[src/rtl/npcd_pkg.sv]
`default_nettype none
// ============================================================================
// NTT prime constant derivation package
// Shared types, status codes and controller states.
// ============================================================================
package npcd_pkg;

    localparam int ModulusBitsDefault = 30;
    localparam int MaxModuliDefault   = 8;
    localparam logic [30:0] RingDimReset = 31'd2048;

    typedef enum logic [2:0] {
        ST_OK       = 3'd0,
        ST_BAD_DIM  = 3'd1,
        ST_NOPRIME  = 3'd2,
        ST_NOINV    = 3'd3,
        ST_TOO_MANY = 3'd4
    } status_t;

    // Shared-unit operations.
    typedef enum logic [1:0] {
        OP_MODMUL = 2'd0,
        OP_DIVMOD = 2'd1
    } op_t;

    typedef enum logic [4:0] {
        S_IDLE,
        S_SPLIT,
        S_BASE,
        S_EXP_STEP,
        S_EXP_MUL,
        S_EXP_MUL_WAIT,
        S_EXP_SQR,
        S_EXP_SQR_WAIT,
        S_EXP_CHECK,
        S_SQ_LOOP,
        S_SQ_WAIT,
        S_MU_DIV,
        S_MU_WAIT,
        S_INV_INIT,
        S_INV_DIV,
        S_INV_WAIT,
        S_INV_MUL,
        S_INV_MUL_WAIT,
        S_INV_UPD,
        S_DONE
    } state_t;

    typedef struct packed {
        logic start;
        op_t  op;
        logic [63:0] a;
        logic [63:0] b;
        logic [31:0] m;
    } unit_cmd_t;

    typedef struct packed {
        logic        done;
        logic [63:0] quo;
        logic [31:0] rem;
    } unit_sts_t;

endpackage
`default_nettype wire

[src/rtl/npcd_unit.sv]
`default_nettype none
// ============================================================================
// Shared arithmetic unit
// Bit-serial restoring divider giving quotient and remainder of a 64-bit
// dividend by a 32-bit divisor; modular multiply reduces a registered product.
// ============================================================================
module npcd_unit (
    input  wire logic              aclk,
    input  wire logic              aresetn,
    input  wire npcd_pkg::unit_cmd_t cmd,
    output npcd_pkg::unit_sts_t    sts
);
    import npcd_pkg::*;

    logic [63:0] num_reg, num_next;
    logic [63:0] quo_reg, quo_next;
    logic [32:0] rem_reg, rem_next;
    logic [31:0] den_reg, den_next;
    logic [6:0]  cnt_reg, cnt_next;
    logic        busy_reg, busy_next;
    logic        done_reg, done_next;
    logic [32:0] trial;
    logic [63:0] prod;

    assign prod  = cmd.a[31:0] * cmd.b[31:0];
    assign trial = {rem_reg[31:0], num_reg[63]};

    always_comb begin
        num_next  = num_reg;
        quo_next  = quo_reg;
        rem_next  = rem_reg;
        den_next  = den_reg;
        cnt_next  = cnt_reg;
        busy_next = busy_reg;
        done_next = 1'b0;
        if (cmd.start) begin
            num_next  = (cmd.op == OP_MODMUL) ? prod : cmd.a;
            den_next  = cmd.m;
            quo_next  = '0;
            rem_next  = '0;
            cnt_next  = 7'd0;
            busy_next = 1'b1;
        end else if (busy_reg) begin
            num_next = {num_reg[62:0], 1'b0};
            if (trial >= {1'b0, den_reg}) begin
                rem_next = trial - {1'b0, den_reg};
                quo_next = {quo_reg[62:0], 1'b1};
            end else begin
                rem_next = trial;
                quo_next = {quo_reg[62:0], 1'b0};
            end
            cnt_next = cnt_reg + 7'd1;
            if (cnt_reg == 7'd63) begin
                busy_next = 1'b0;
                done_next = 1'b1;
            end
        end
    end

    always_ff @(posedge aclk) begin
        if (!aresetn) begin
            busy_reg <= 1'b0;
            done_reg <= 1'b0;
            cnt_reg  <= '0;
        end else begin
            busy_reg <= busy_next;
            done_reg <= done_next;
            cnt_reg  <= cnt_next;
        end
        num_reg <= num_next;
        quo_reg <= quo_next;
        rem_reg <= rem_next;
        den_reg <= den_next;
    end

    assign sts.done = done_reg;
    assign sts.quo  = quo_reg;
    assign sts.rem  = rem_reg[31:0];

endmodule
`default_nettype wire

[config.mk]
export PLATFORM = sky130hd
export DESIGN_NAME = npcd_unit
export DESIGN_NICKNAME = d
export VERILOG_FILES = /design/src/rtl/npcd_pkg.sv /design/src/rtl/npcd_unit.sv
export SDC_FILE = /design/constraint.sdc
export NUM_CORES = 2
export LEC_CHECK = 0
export BUFFER_PORTS_ARGS = -buffer_cell sky130_fd_sc_hd__buf_2
export CORE_ASPECT_RATIO = 0.8
export CORE_MARGIN = 2
export CORE_UTILIZATION = 24
export CTS_CLUSTER_DIAMETER = 80
export CTS_CLUSTER_SIZE = 25
export DETAILED_ROUTE_END_ITERATION = 8
export GPL_ROUTABILITY_DRIVEN = 0
export RECOVER_POWER = 25
export SETUP_SLACK_MARGIN = 0.05
export SYNTH_ARGS = -nofsm -noshare
export SYNTH_HDL_FRONTEND = slang
export SYNTH_SLANG_ARGS = --single-unit
export TNS_END_PERCENT = 30
[constraint.sdc]
create_clock -name aclk -period 7.9 [get_ports aclk]
set_clock_uncertainty 0.1 [all_clocks]
set_input_delay 1.58 -clock aclk [delete_from_list [all_inputs] [get_ports aclk]]
set_output_delay 1.58 -clock aclk [all_outputs]
set_load 0.1 [all_outputs]
## Word level (Yosys, flattened, before mapping)

Index checks and enable logic that the tools add are counted.

| word-level totals | value |
|---|---|
| register bits after elaboration | 201 |
| bits of input ports | 165 |
| logic and storage cells | 27 |

| operators by class | value |
|---|---|
| $add $sub $neg | 2 |
| $mul | 1 |
| order comparisons | 1 |
| eq/ne operators | 1 |
| multiplexer cells | 9 |
| bitwise gates (word level) | 2 |
| reduce and logical (&&, ||, !) cells | 4 |

Operators with widths:

| cell | count |
|---|---|
| 64-bit 2-to-1 mux | 3 |
| 32-bit by 32-bit multiplier with 64-bit output | 1 |
| 33-bit by 32-bit greater-or-equal comparator with 1-bit output | 1 |
| 32-bit 2-to-1 mux | 1 |
| 32-bit subtractor | 1 |
| 7-bit by 1-bit adder with 7-bit output (second input constant) | 1 |
| 7-bit by 6-bit equality test with 1-bit output (second input constant) | 1 |
| 1-bit 2-to-1 mux | 5 |
| 3-bit OR reduction | 1 |
| 2-bit logical NOT | 1 |
| 1-bit inverter | 2 |
| 2-bit nonzero test | 1 |
| 2-bit OR reduction | 1 |

## Depth between registers and ports, before layout

| logic depth | value |
|---|---|
| depth in word-level cells | 4 |
| depth in mapped cells | 28 |

## Worst setup path before layout

No wires, ideal clock.

| timing | value |
|---|---|
| path type | in2reg |
| start | input cmd[127] (netlist name) |
| end | register num_reg[61] (data pin) |
| arrival | 8162 ps |
| slack | -637 ps |
| stages on the path | 27 |
| path buffers | 2 |
| cell sequence | clkbuf_1 nand2_1 fa_1 inv_1 fa_1 fa_1 inv_1 fa_1 inv_1 fa_1 fa_1 fa_1 inv_1 fa_1 inv_1 ha_1 buf_1 a21oi_1 o21ai_0 a21oi_1 o21ai_0 a311o_1 a21oi_4 o31ai_2 a311oi_2 xor2_1 o221ai_1 |

| between the ends | value |
|---|---|
| word-level cells in the longest chain between the ends | 3 |

RTL lines:

| what | RTL line | text |
|---|---|---|
| start: declaration | npcd_unit.sv:10 | `input wire npcd_pkg::unit_cmd_t cmd,` |
| 32-bit by 32-bit multiplier with 64-bit output | npcd_unit.sv:25 | `assign prod = cmd.a[31:0] * cmd.b[31:0];` |
| 64-bit 2-to-1 mux | npcd_unit.sv:37 | `num_next = (cmd.op == OP_MODMUL) ? prod : cmd.a;` |
| 64-bit 2-to-1 mux | npcd_unit.sv:36 | `if (cmd.start) begin` |
| named net num_next[61] | npcd_unit.sv:15 | `logic [63:0] num_reg, num_next;` |
| end signal: assignment | npcd_unit.sv:70 | `num_reg <= num_next;` |
| end: declaration | npcd_unit.sv:15 |  |

The timed path passes the listed nets, and every way through them passes these cells.
A chain may end at the register's enable or synchronous reset.

## Worst setup path in the final report

| timing | value |
|---|---|
| start | input cmd[34] (netlist name) |
| end | register num_reg[61] (data pin) |

Same word-level chain as after synthesis.

==> results.py <==
metrics = {
    "layout": {
        "n_fill_cell": 18800,
        "area_delta_synth_final_pct": 20.5,
        "final_area_sq_mm": 0.0521,
        "drive_above_1_share": 0.180,
        "fin_nets": 6479,
        "final_cells": 7537,
        "multiInputGateArea_sq_mm": 0.0350,
        "seq_area_sq_mm": 0.00499,
    },
    "sta": {
        "finalSetupTns_ns": -7.12,
        "hold_violations": 0,
        "worstMarginPinSlew_ns": 1.03,
        "setup_ws_ns": -0.436,
        "period_needed_ns": 8.34,
        "setup_violations": 31,
        "slew_headroom": 0.310,
        "fin_crit_sh": 1.06,
        "rsz0062_at_grt": "yes",
        "slew_viol_final": 0,
        "fmax_mhz": 120,
    },
    "hold_path": {
        "hold_depth": 1,
        "min_to": "done_reg",
        "min_from": "cnt_reg[6]",
        "hp-class": "reg2reg",
    },
    "logic_synthesis": {
        "synth_ff_type": "dfxtp_1",
        "synth_nets": 6105,
        "yosys.area.top_type": "fa_1",
        "syn-cell-area_sq_mm": 0.0432,
        "synthTopCellsByArea": "fa_1 42%, and2_1 8.6%, ha_1 8.6%",
        "ys_warn_count": 0,
        "synth_edf_count": 96,
        "synth_sequential_area_ratio": 0.115,
        "synth_top_area_frac": 0.415,
        "synthDistinctLibCells": 74,
        "yosysMostFrequentCell": "inv_1",
        "synth.top_cells.by_count": "903 x inv_1, 897 x fa_1, 594 x and2_1",
        "synth_area_per_cell_sq_um": 9.11,
        "syn_inst": 4747,
        "synth_seq_cells": 201,
        "async_flop_share": 0,
    },
    "route": {
        "route.antenna.remaining_nets": 0,
        "vias": 33400,
        "drt_iter0_drc": 2034,
        "firstDrtPassIters": 5,
        "viasPerCell": 4.43,
        "wire_per_inst_microns": 16.3,
        "drcViolationCount": 0,
        "finalWirelength_mm": 123,
    },
    "global_route": {
        "grt_pass1_wl_mm": 199,
        "gr-total-overflow": 0,
        "grt_pass1_vias": 35600,
        "track_usage": 0.135,
        "antenna_found_initial": 28,
        "grt_max_degree": 182,
    },
    "worst_setup_path": {
        "cp-end-kind": "flip-flop",
        "worst_ep_arrival_time_ns": 8.45,
        "crit_type": "in2reg",
        "slowest_stage": "fa_2",
        "cp_cell_sequence": "buf_12, buf_6, and2_4, fa_2, inv_1, fa_2, fa_1, fa_1, inv_1, fa_1, fa_2, fa_2, fa_2, ha_4, a21oi_2, o21ai_2, a21oi_2, o21ai_2, a311o_1, a21oi_4, o31ai_4, a311oi_2, xor2_1, o221ai_1",
        "crit_start": "cmd[34]",
        "critPathMaxStageDelay_ns": 0.60,
        "rr_worst_depth": 12,
        "crit_fanout": 15,
        "rr_endpoint": "rem_reg[24]",
        "r2r_slack_ns": 3.57,
        "startpoint_type": "input port",
        "path_buf_inv": 4,
        "rr_startpoint": "num_reg[63]",
        "cpLargestDelayFamily": "adder cells",
        "required_ns": 8.02,
        "worst_path_most_repeated_cell": "fa_2",
        "path_depth": 24,
    },
    "cts": {
        "clockRootBuffer": "clkbuf_16",
        "numClockSinks": 201,
        "numCtsBuffers": 12,
        "clkTransAtPathRegs_ns": 0.10,
        "clk_latency_ns": 0.50,
        "tritoncts": "done",
        "htreeDepth": 1,
        "clockBufferDepth": 3,
    },
    "floorplan": {
        "io_pins": 262,
        "die-area_sq_mm": 0.184,
        "start_util": 0.241,
        "die_h_microns": 384,
        "core_sq_mm": 0.179,
        "floorplan.rows": 139,
        "fp.dieW_microns": 479,
    },
    "placement": {
        "io_buffers": 229,
        "dpl.cell_count": 7454,
        "post-dp-hpwl_mm": 102,
        "place_area_sq_mm": 0.0494,
    },
    "run_status": {
        "violations": "negative setup slack",
        "status": "complete, but fails checks",
    },
    "job": {
        "max-cap-violations": 0,
    },
}
## final cells by class
cell class	instances	area share
Antenna cell	13	0.000625
Clock buffer	16	0.00646
Clock inverter	4	0.00115
Inverter	903	0.0651
Multi-Input combinational cell	3360	0.672
Sequential cell	201	0.0958
Tap cell	2397	0.0576
Timing Repair Buffer	643	0.101
## routing by layer
layer | vias up | wire [microns] | GRT usage
met3 | 164 | 5630 | 0.0136
li1 | 15200 | - | -
met5 | - | 27 | 0
met1 | 17200 | 54600 | 0.185
met2 | 811 | 60200 | 0.228
met4 | 4 | 2820 | 0.0300
## worst reg2reg max path: stages, from the launching register on
cell      delay, ns
edfxtp_1       0.54
inv_1          0.11
ha_1           0.19
nor2b_1        0.06
o21a_1         0.18
o21a_1         0.21
o31a_1         0.29
o311a_1        0.39
o21a_2         0.27
o211ai_1       0.49
nand2_1        0.77
nand3b_1       0.47
o221ai_1       0.15
## what timing repair did
item | 4_1_cts | 5_1_grt
cloned | 4 | 1
pin swaps | 149 | 108
buffers inserted | 28 | 19
gates resized for setup | 292 | 174
endpoints found under the setup margin | 45 | 46
hold buffers | 0 | 0
## layout by cell type (no fill, tap or decap), drive strengths merged, types with 61 or more instances in the layout
| master | n |
|---|---|
| edfxtp | 96 |
| dfxtp | 105 |
| a21oi | 163 |
| nor2 | 233 |
| o21ai | 70 |
| fa | 897 |
| mux2i | 68 |
| nand2 | 573 |
| a21o | 61 |
| buf | 630 |
| ha | 296 |
| and2 | 595 |
| inv | 904 |
## how the worst max path moves through the flow
stage                   to
2_1_floorplan  num_reg[61]
3_3_place_gp   num_reg[61]
3_5_place_dp   num_reg[61]
4_1_cts        num_reg[62]
5_1_grt        num_reg[61]
6_report       num_reg[61]
## through the flow
stage | setup WS, ns | hold slack [ns] | utilization
finish | -0.436 | 0.373 | 0.291
global route | -0.511 | 0.397 | 0.290
CTS | -0.432 | 0.372 | 0.285
detailed placement | -1.36 | 0.356 | 0.276
global placement | -1.32 | 0.346 | 0.276
floorplan | -0.366 | 0.331 | -
## cell families (layout without fill, tap and decap cells)
logic type / Yosys count / count (layout) / share of synthesized area
and+or+nand+nor: 1552 / 1552 / 0.177
adders and majority gates: 1193 / 1193 / 0.501
buffers and inverters: 1186 / 1566 / 0.104
AOI/OAI and AO/OA: 467 / 467 / 0.0707
DFF: 201 / 201 / 0.115
xor gates and xnor gates: 78 / 78 / 0.0158
muxes: 70 / 70 / 0.0163
other: 0 / 13 / 0
Power is not shown: default switching activity piles up to over one toggle a cycle in this logic, so the estimate is an artifact.
