--- src/rtl/npcd_pkg.sv ---
`default_nettype none
// ============================================================================
// NTT prime constant derivation package
// Shared types, status codes and controller states.
// ============================================================================
package npcd_pkg;

    localparam int ModulusBitsDefault = 30;
    localparam int MaxModuliDefault   = 8;
    localparam logic [30:0] RingDimReset = 31'd2048;

    typedef enum logic [2:0] {
        ST_OK       = 3'd0,
        ST_BAD_DIM  = 3'd1,
        ST_NOPRIME  = 3'd2,
        ST_NOINV    = 3'd3,
        ST_TOO_MANY = 3'd4
    } status_t;

    // Shared-unit operations.
    typedef enum logic [1:0] {
        OP_MODMUL = 2'd0,
        OP_DIVMOD = 2'd1
    } op_t;

    typedef enum logic [4:0] {
        S_IDLE,
        S_SPLIT,
        S_BASE,
        S_EXP_STEP,
        S_EXP_MUL,
        S_EXP_MUL_WAIT,
        S_EXP_SQR,
        S_EXP_SQR_WAIT,
        S_EXP_CHECK,
        S_SQ_LOOP,
        S_SQ_WAIT,
        S_MU_DIV,
        S_MU_WAIT,
        S_INV_INIT,
        S_INV_DIV,
        S_INV_WAIT,
        S_INV_MUL,
        S_INV_MUL_WAIT,
        S_INV_UPD,
        S_DONE
    } state_t;

    typedef struct packed {
        logic start;
        op_t  op;
        logic [63:0] a;
        logic [63:0] b;
        logic [31:0] m;
    } unit_cmd_t;

    typedef struct packed {
        logic        done;
        logic [63:0] quo;
        logic [31:0] rem;
    } unit_sts_t;

endpackage
`default_nettype wire

--- src/rtl/npcd_ctrl.sv ---
`default_nettype none
// ============================================================================
// Controller
// Sequences the prime test, Barrett constant and inverse through the unit.
// ============================================================================
module npcd_ctrl (
    input  wire logic              aclk,
    input  wire logic              aresetn,
    input  wire logic              start,
    input  wire logic              pre_fail,
    input  wire logic [31:0]       q,
    input  wire logic [30:0]       n_dim,
    input  wire npcd_pkg::unit_sts_t sts,
    output npcd_pkg::unit_cmd_t    cmd,
    output logic                   done,
    output npcd_pkg::status_t      status,
    output logic [62:0]            mu,
    output logic [30:0]            ninv
);
    import npcd_pkg::*;

    localparam logic [31:0] Bases [5] = '{32'd2, 32'd3, 32'd5, 32'd7, 32'd11};

    state_t state_reg, state_next;
    logic [2:0]  idx_reg, idx_next;
    logic [31:0] d_reg, d_next;
    logic [4:0]  s_reg, s_next;
    logic [4:0]  r_reg, r_next;
    logic [31:0] e_reg, e_next;
    logic [31:0] x_reg, x_next;
    logic [31:0] b_reg, b_next;
    logic        fail_reg, fail_next;
    logic [63:0] mu_reg, mu_next;
    logic signed [33:0] t_reg, t_next, nt_reg, nt_next;
    logic [31:0] rr_reg, rr_next, nr_reg, nr_next;
    logic [31:0] qq_reg, qq_next;
    logic [31:0] nmod_reg;
    logic [31:0] qm1;
    logic signed [67:0] tq;
    logic tiny_q;

    assign qm1 = q - 32'd1;
    assign tiny_q = (q == 32'd2) || (q == 32'd3) || (q == 32'd5) || (q == 32'd7)
                    || (q == 32'd11);
    assign tq = $signed({2'b00, qq_reg}) * nt_reg;

    always_comb begin
        state_next = state_reg;
        idx_next = idx_reg; d_next = d_reg; s_next = s_reg; r_next = r_reg;
        e_next = e_reg; x_next = x_reg; b_next = b_reg; fail_next = fail_reg;
        mu_next = mu_reg; t_next = t_reg; nt_next = nt_reg; rr_next = rr_reg;
        nr_next = nr_reg; qq_next = qq_reg;
        unique case (state_reg)
            S_IDLE: begin
                if (start) begin
                    fail_next = 1'b0;
                    idx_next = '0;
                    if (pre_fail) begin
                        fail_next = 1'b1;
                        state_next = S_DONE;
                    end else if (q < 32'd2 || (!tiny_q && !q[0])) begin
                        fail_next = 1'b1;
                        state_next = S_DONE;
                    end else if (tiny_q) begin
                        state_next = S_MU_DIV;
                    end else begin
                        d_next = qm1;
                        s_next = '0;
                        state_next = S_SPLIT;
                    end
                end
            end
            S_SPLIT: begin
                if (!d_reg[0]) begin
                    d_next = {1'b0, d_reg[31:1]};
                    s_next = s_reg + 5'd1;
                end else begin
                    state_next = S_BASE;
                end
            end
            S_BASE: begin
                if (idx_reg == 3'd5) begin
                    state_next = S_MU_DIV;
                end else if (Bases[idx_reg] >= q) begin
                    idx_next = idx_reg + 3'd1;
                end else begin
                    x_next = 32'd1;
                    b_next = Bases[idx_reg];
                    e_next = d_reg;
                    state_next = S_EXP_STEP;
                end
            end
            S_EXP_STEP: begin
                if (e_reg == 32'd0) state_next = S_EXP_CHECK;
                else if (e_reg[0]) state_next = S_EXP_MUL;
                else state_next = S_EXP_SQR;
            end
            S_EXP_MUL: state_next = S_EXP_MUL_WAIT;
            S_EXP_MUL_WAIT: begin
                if (sts.done) begin
                    x_next = sts.rem;
                    state_next = S_EXP_SQR;
                end
            end
            S_EXP_SQR: state_next = S_EXP_SQR_WAIT;
            S_EXP_SQR_WAIT: begin
                if (sts.done) begin
                    b_next = sts.rem;
                    e_next = {1'b0, e_reg[31:1]};
                    state_next = S_EXP_STEP;
                end
            end
            S_EXP_CHECK: begin
                if (x_reg == 32'd1 || x_reg == qm1) begin
                    idx_next = idx_reg + 3'd1;
                    state_next = S_BASE;
                end else begin
                    r_next = 5'd1;
                    state_next = S_SQ_LOOP;
                end
            end
            S_SQ_LOOP: begin
                if (r_reg >= s_reg) begin
                    fail_next = 1'b1;
                    state_next = S_DONE;
                end else begin
                    state_next = S_SQ_WAIT;
                end
            end
            S_SQ_WAIT: begin
                if (sts.done) begin
                    x_next = sts.rem;
                    r_next = r_reg + 5'd1;
                    if (sts.rem == qm1) begin
                        idx_next = idx_reg + 3'd1;
                        state_next = S_BASE;
                    end else begin
                        state_next = S_SQ_LOOP;
                    end
                end
            end
            S_MU_DIV: state_next = S_MU_WAIT;
            S_MU_WAIT: begin
                if (sts.done) begin
                    mu_next = (sts.rem == qm1) ? sts.quo + 64'd1 : sts.quo;
                    state_next = S_INV_INIT;
                end
            end
            S_INV_INIT: state_next = S_INV_DIV;
            S_INV_DIV: begin
                if (nr_reg == 32'd0) state_next = S_DONE;
                else state_next = S_INV_WAIT;
            end
            S_INV_WAIT: begin
                if (sts.done) begin
                    qq_next = sts.quo[31:0];
                    state_next = S_INV_MUL;
                end
            end
            S_INV_MUL: state_next = S_INV_UPD;
            S_INV_UPD: begin
                t_next  = nt_reg;
                nt_next = t_reg - tq[33:0];
                rr_next = nr_reg;
                nr_next = rr_reg - qq_reg * nr_reg;
                state_next = S_INV_DIV;
            end
            S_INV_MUL_WAIT: state_next = S_INV_UPD;
            S_DONE: state_next = S_IDLE;
            default: state_next = S_IDLE;
        endcase
        if (state_reg == S_INV_INIT) begin
            t_next  = '0;
            nt_next = 34'sd1;
            rr_next = q;
            nr_next = nmod_reg;
        end
    end

    always_comb begin
        cmd = '0;
        unique case (state_reg)
            S_EXP_MUL: begin
                cmd.start = 1'b1; cmd.op = OP_MODMUL;
                cmd.a = {32'd0, x_reg}; cmd.b = {32'd0, b_reg}; cmd.m = q;
            end
            S_EXP_SQR: begin
                cmd.start = 1'b1; cmd.op = OP_MODMUL;
                cmd.a = {32'd0, b_reg}; cmd.b = {32'd0, b_reg}; cmd.m = q;
            end
            S_SQ_LOOP: begin
                cmd.start = (r_reg < s_reg); cmd.op = OP_MODMUL;
                cmd.a = {32'd0, x_reg}; cmd.b = {32'd0, x_reg}; cmd.m = q;
            end
            S_MU_DIV: begin
                cmd.start = 1'b1; cmd.op = OP_DIVMOD;
                cmd.a = 64'hFFFF_FFFF_FFFF_FFFF; cmd.m = q;
            end
            S_INV_DIV: begin
                cmd.start = (nr_reg != 32'd0); cmd.op = OP_DIVMOD;
                cmd.a = {32'd0, rr_reg}; cmd.m = nr_reg;
            end
            default: cmd = '0;
        endcase
    end

    always_ff @(posedge aclk) begin
        if (!aresetn) begin
            state_reg <= S_IDLE;
        end else begin
            state_reg <= state_next;
        end
        idx_reg <= idx_next; d_reg <= d_next; s_reg <= s_next; r_reg <= r_next;
        e_reg <= e_next; x_reg <= x_next; b_reg <= b_next; fail_reg <= fail_next;
        mu_reg <= mu_next; t_reg <= t_next; nt_reg <= nt_next; rr_reg <= rr_next;
        nr_reg <= nr_next; qq_reg <= qq_next;
        if (start) nmod_reg <= ({1'b0, n_dim} < q) ? {1'b0, n_dim} : 32'd0;
    end

    logic [33:0] t_fix;
    logic        noinv;
    assign t_fix = t_reg[33] ? t_reg + $signed({2'b00, q}) : t_reg;
    assign noinv = (nmod_reg == 32'd0) || (rr_reg > 32'd1) || (t_fix[30:0] == 31'd0);

    assign done = (state_reg == S_DONE);
    always_comb begin
        status = ST_OK;
        mu = mu_reg[62:0];
        ninv = t_fix[30:0];
        if (fail_reg) begin
            status = ST_NOPRIME; mu = '0; ninv = '0;
        end else if (noinv) begin
            status = ST_NOINV; mu = '0; ninv = '0;
        end
    end

    a_done_idle: assert property (@(posedge aclk) disable iff (!aresetn)
        done |=> state_reg == S_IDLE) else $error("done not followed by idle");
    a_start_idle: assert property (@(posedge aclk) disable iff (!aresetn)
        start |-> state_reg == S_IDLE) else $error("start while busy");
    a_done_unit: assert property (@(posedge aclk) disable iff (!aresetn)
        sts.done |-> !cmd.start) else $error("unit restarted on done");

endmodule
`default_nettype wire

--- config.mk ---
export PLATFORM = sky130hd
export DESIGN_NAME = npcd_ctrl
export DESIGN_NICKNAME = d
export VERILOG_FILES = /design/src/rtl/npcd_pkg.sv /design/src/rtl/npcd_ctrl.sv
export SDC_FILE = /design/constraint.sdc
export NUM_CORES = 2
export LEC_CHECK = 0
export BUFFER_PORTS_ARGS = -buffer_cell sky130_fd_sc_hd__buf_2
export CAP_MARGIN = 10
export CORE_MARGIN = 3
export CORE_UTILIZATION = 30
export DETAILED_ROUTE_END_ITERATION = 6
export HOLD_SLACK_MARGIN = 0.02
export SYNTH_ARGS = -nofsm -noshare
export SYNTH_HDL_FRONTEND = slang
export SYNTH_SLANG_ARGS = --single-unit
--- constraint.sdc ---
create_clock -name aclk -period 7.18 [get_ports aclk]
set_input_delay 0.718 -clock aclk [delete_from_list [all_inputs] [get_ports aclk]]
set_output_delay 0.718 -clock aclk [all_outputs]
set_load 0.01 [all_outputs]
# Word-level counts from Yosys, hierarchy flattened
# Memory sizes are Yosys's and may differ from the RTL's.
# Cells that the tools add are included.
dict set report word_totals {
  regBits 406
  latch_bits 0
  ramBits 0
  romBits 256
  in_bits 164
  output_inout_bits 261
  elab_cells 198
  mem_count 1
}
# name words word_bits rd rd_ports_with_merged_regs write_ports line
set mem_list {}
lappend mem_list {{(name not given)} 8 32 1 0 0 npcd_ctrl.sv:88} ;# b_next = Bases[idx_reg];
dict set report op_classes {
  n_addsub 8
  n_mul 2
  div 0
  order_cmp 7
  n_eq_ne 48
  shift 0
  muxes 74
  bitwise 1
  n_reduce_logical 39
}
# op n
set op_table {}
lappend op_table {{2-to-1 mux 32 bit} 19}
lappend op_table {{one-hot mux 32 bit (2 select lines)} 6}
lappend op_table {{one-hot mux 67 bit (5 select lines)} 1}
lappend op_table {{2-to-1 mux 63 bit} 3}
lappend op_table {{2-to-1 mux 5 bit} 20}
lappend op_table {{zero test 32 bit} 3}
lappend op_table {{2-to-1 mux 31 bit} 3}
lappend op_table {{one-hot mux 5 bit (17 select lines)} 1}
lappend op_table {{equality test 32 x 2 -> 1 bit (second input constant)} 2}
lappend op_table {{equality test 32 x 3 -> 1 bit (second input constant)} 2}
lappend op_table {{equality test 32 bit} 2}
lappend op_table {{adder 63 x 1 -> 63 bit (second input constant)} 1}
lappend op_table {{equality test 5 x 4 -> 1 bit (second input constant)} 8}
lappend op_table {{!= test 2 bit (second input constant)} 18}
lappend op_table {{multiplier 33 x 34 -> 34 bit} 1}
lappend op_table {{subtractor 34 bit} 1}
lappend op_table {{equality test 32 x 1 -> 1 bit (second input constant)} 1}
lappend op_table {{equality test 32 x 4 -> 1 bit (second input constant)} 1}
lappend op_table {{greater-or-equal comparator 32 bit} 1}
lappend op_table {{> comparator 32 x 1 -> 1 bit (second input constant)} 1}
lappend op_table {{less-than comparator 31 x 32 -> 1 bit} 1}
lappend op_table {{less-than comparator 32 x 2 -> 1 bit (second input constant)} 1}
lappend op_table {{multiplier 32 x 32 -> 32 bit} 1}
lappend op_table {{nonzero test 32 bit} 1}
lappend op_table {{39 further kinds} 80}

# Depth between registers and ports, before layout
dict set report depth {
  word_depth 12
  ltp_mapped 31
  depth_no_buf 29
}

# Least setup slack after synthesis
# Ideal clock, no wire load.
dict set report synth_path {
  path_type {register -> register}
  from {reg qq_reg[4]}
  to {reg nt_reg[32]}
  setup_ps 120
  arrival_ps 7230
  required_ps 7060
  path_slack_ps -169
  stages_incl_launch_ff 28
  n_path_buf 2
  synth_period_minus_slack_ps 7349
  path_cell_list {edfxtp_1 clkbuf_1 clkbuf_1 nand2_1 fa_1 inv_1 fa_1 fa_1 inv_1 fa_1 inv_1 ha_1 inv_1 fa_1 fa_1 inv_1 fa_1 inv_1 ha_1 o21a_1 a31oi_1 o21ai_0 a32o_1 a311o_1 a221oi_1 o21ai_0 and3_1 a211o_1}
}
dict set report synth_via {
  elab_chain_len 2
}
# element line
set synth_lines {}
lappend synth_lines {{start: declaration} npcd_ctrl.sv:36} ;# logic [31:0] qq_reg, qq_next;
lappend synth_lines {{start signal: assignment} npcd_ctrl.sv:216} ;# nr_reg <= nr_next; qq_reg <= qq_next;
lappend synth_lines {{multiplier 33 x 34 -> 34 bit} npcd_ctrl.sv:45} ;# assign tq = $signed({2'b00, qq_reg}) * nt_reg;
lappend synth_lines {{subtractor 34 bit} npcd_ctrl.sv:163} ;# nt_next = t_reg - tq[33:0];
lappend synth_lines {{end signal: assignment} npcd_ctrl.sv:215} ;# mu_reg <= mu_next; t_reg <= t_next; nt_reg <= nt_next; rr_reg <= rr_next;
lappend synth_lines {{end: declaration} npcd_ctrl.sv:34} ;# logic signed [33:0] t_reg, t_next, nt_reg, nt_next;
# Every way passes these cells.
# A chain may end at the register's enable or synchronous reset.

# Worst setup path in the final report
dict set report layout_path {
  from {reg qq_reg[5]}
  to {reg nt_reg[32]}
}
# The elaborated chain is that of the path after synthesis.

==> results by group <==
Worst hold path
  • Min-delay src: sts[42]
  • Worst Hold End: qq_reg[10]
  • Worst hold path depth: 1
  • HP Class: input pin to flop

Synth
  • Cell Area, Synth: 0.0601 mm2
  • Ys async rst share: 0%
  • Post-synth EDFFs: 332
  • Sequential share of the synthesized area: 19.0%
  • Average size of a mapped cell: 9.28 um2
  • Yosys cell types: 87
  • Post-synthesis register bit count: roughly 410
  • Cells after synthesis: 6482
  • Predominant post-synthesis flop cell: edfxtp_1
  • Yosys warning count: 0

GRT
  • Initial antenna violation count: 15
  • Total global routing overflow: 0
  • GRT Total Usage: 22.1%
  • Largest net degree at the start of global routing: 84
  • Vias in the first global route: 50184
  • First-pass GRT wire length: 338000 um

Clocking
  • # H-tree levels: 2
  • Worst-path clk slew: approximately 70 ps
  • Later-pin clock latency in the skew report: 640 ps
  • Hold_buf cts: 0
  • CTS buffer count: 44
  • CTS tree: yes
  • Maximum clock path buffer count: 3
  • Sink Count: approximately 410
  • Clk root buf: clkbuf_16

Timing
  • Final setup fails: 7
  • Post-route minimum period: 7290 ps
  • Slew HR: about a fifth
  • RSZ-0062 raised after global routing: yes
  • Slew Limit Fails: 0
  • Final Hold Fails: 0
  • Fmax: 137 MHz
  • Least-Margin Pin Slew: around 1200 ps
  • Setup WS post-layout: -111 ps
  • Period utilization: 102%
  • Clk_skew: 49.0 ps
  • Fin Setup TNS: -336 ps

Status
  • Status: finished, violations left
  • Failing checks: setup timing

Floorplanning
  • Rows: 163
  • Core ar.: 0.198 mm2
  • Num ports: 425
  • Die Span X: 454 um
  • Die area: 0.206 mm2
  • Die H: 454 um
  • Initial core utilization: 30.3%

Placement
  • Post-placement cell count: 9549
  • Instance area at placement: slightly below 0.07 mm2
  • I/O Buffers: 389
  • HPWL Detailed: 188000 um
  • RePlAce Congestion: 0.980

Critical path
  • R2R Path Start: qq_reg[5]
  • CP required: around 7700 ps
  • Critical-path maximum fanout: 8
  • Crit. End Element: flop
  • Worst reg-to-reg path cell count: 28
  • Top Family by Delay on Critical Path: adder cells
  • Crit-path max cell delay: ~580 ps
  • RR Endpoint: nt_reg[32]
  • Critical path class: flop to flop
  • Crit path max-delay cell type: fa_2
  • Setup crit start kind: flop
  • Most used cell along the critical path: inv_2
  • Worst R2R Setup Slack: -110 ps
  • Critical Path AT: between 7000 and 8000 ps
  • Worst path buffer plus inverter count: 9

Drt
  • DRT iter0 DRCs: 3890
  • Remaining DRCs: 0
  • Final WL: 230000 um
  • Pre-Repair DR Iteration Count: 6
  • Routed vias: roughly 49000
  • WL/cell: 23.7 um
  • Post-route ant nets: 0
  • Post-DR vias/cell: ~5

Cells and area
  • Post-Layout Cell Count: 9680
  • Largest register FFs: 63
  • Nets@finish: 8499
  • Layout cell share with drive strength beyond 1: 16.6%
  • Synth-to-layout area growth: 17.2%
  • Post-Layout Inst Area: ~0.070 mm2
  • Final core area utilization: 35.6%

Run
  • Max Cap Viol: 0
## cells in the mapped netlist (all sizes together) (60+ instances only)
| library cell | n | area [um2] |
|---|---|---|
| xor2 | 76 | 673 |
| and2 | 619 | 3870 |
| o21ai | 141 | 706 |
| a22o | 101 | 885 |
| buf | 89 | 608 |
| edfxtp | 332 | 9970 |
| nand4 | 60 | 375 |
| and3 | 63 | 394 |
| clkbuf | 348 | 1310 |
| nor4 | 61 | 448 |
| inv | 1141 | 4280 |
| nand2 | 955 | 3580 |
| nor2 | 134 | 508 |
| dfxtp | 73 | 1460 |
| a21oi | 86 | 430 |
| fa | 945 | 18900 |
| xnor2 | 263 | 2300 |
| nand3 | 72 | 373 |
| ha | 390 | 4880 |
## stage by stage
| step | hold WS (ps) | setup WS, ps |
|---|---|---|
| after floorplan | 446 | 21.9 |
| after global placement | 467 | -486 |
| after detailed placement | 471 | -437 |
| after CTS | 303 | -70.5 |
| after global routing | 314 | -291 |
| final | 321 | -111 |
## final cells by class
class / count / area [um2]
Antenna cell: 6 / 15.0
Clock inverter: 29 / 302
Tap cell: 2640 / 3300
Multi-Input combinational cell: 4532 / 43400
Timing Repair Buffer: 876 / 6630
Fill cell: 20157 / 128000
Inverter: 1141 / 4280
Sequential cell: 405 / 11400
Clock buffer: 51 / 1140
## cells in the final DEF (no fill, tap or decap), types with 117 or more instances in the layout
cell / instances
and2_1: 612
buf_2: 389
buf_4: 388
xnor2_1: 262
o21ai_0: 117
edfxtp_1: 332
fa_1: 928
ha_1: 368
inv_1: 1104
nand2_1: 949
nor2_1: 122
## layer usage
metal | global-route usage, % | up-vias | part of all wire (%)
met5 | 0 | - | 0.047
met4 | 10.7 | 14 | 6.0
met3 | 3.98 | 443 | 8.0
met2 | 35.1 | 2140 | 45
met1 | 28.9 | 24735 | 41
li1 | - | 21331 | -
## worst max path at each step
stage | start | end | cells after the start
finish | qq_reg[5] | nt_reg[32] | 28
global route | qq_reg[5] | nt_reg[29] | 29
CTS | qq_reg[7] | nt_reg[29] | 28
detailed placement | qq_reg[1] | nt_reg[32] | 26
global placement | qq_reg[12] | nr_reg[28] | 26
floorplan | qq_reg[4] | nt_reg[32] | 27
## logic make-up (layout without fill, tap and decap cells)
logic type,Yosys count,after routing,share of synthesized area [%]
fa+ha+maj,1335,1335,39.6
simple gates,2178,2178,18.2
xor+xnor,339,339,4.95
mux,47,47,0.863
flops,405,405,19.0
buf+inv,1578,2097,10.3
other cells,1,40,0.00624
compound gates,599,599,7.06
## repair_timing
item                       in CTS  in global routing
cloned                          2                  2
buffers inserted               25                 17
gates resized for setup       102                116
setup endpoints to repair     106                110
pin swaps                      66                 81
Power is left out: the tool's default activity adds up to more than one toggle a clock period on the data nets, which glitch-free logic cannot reach.
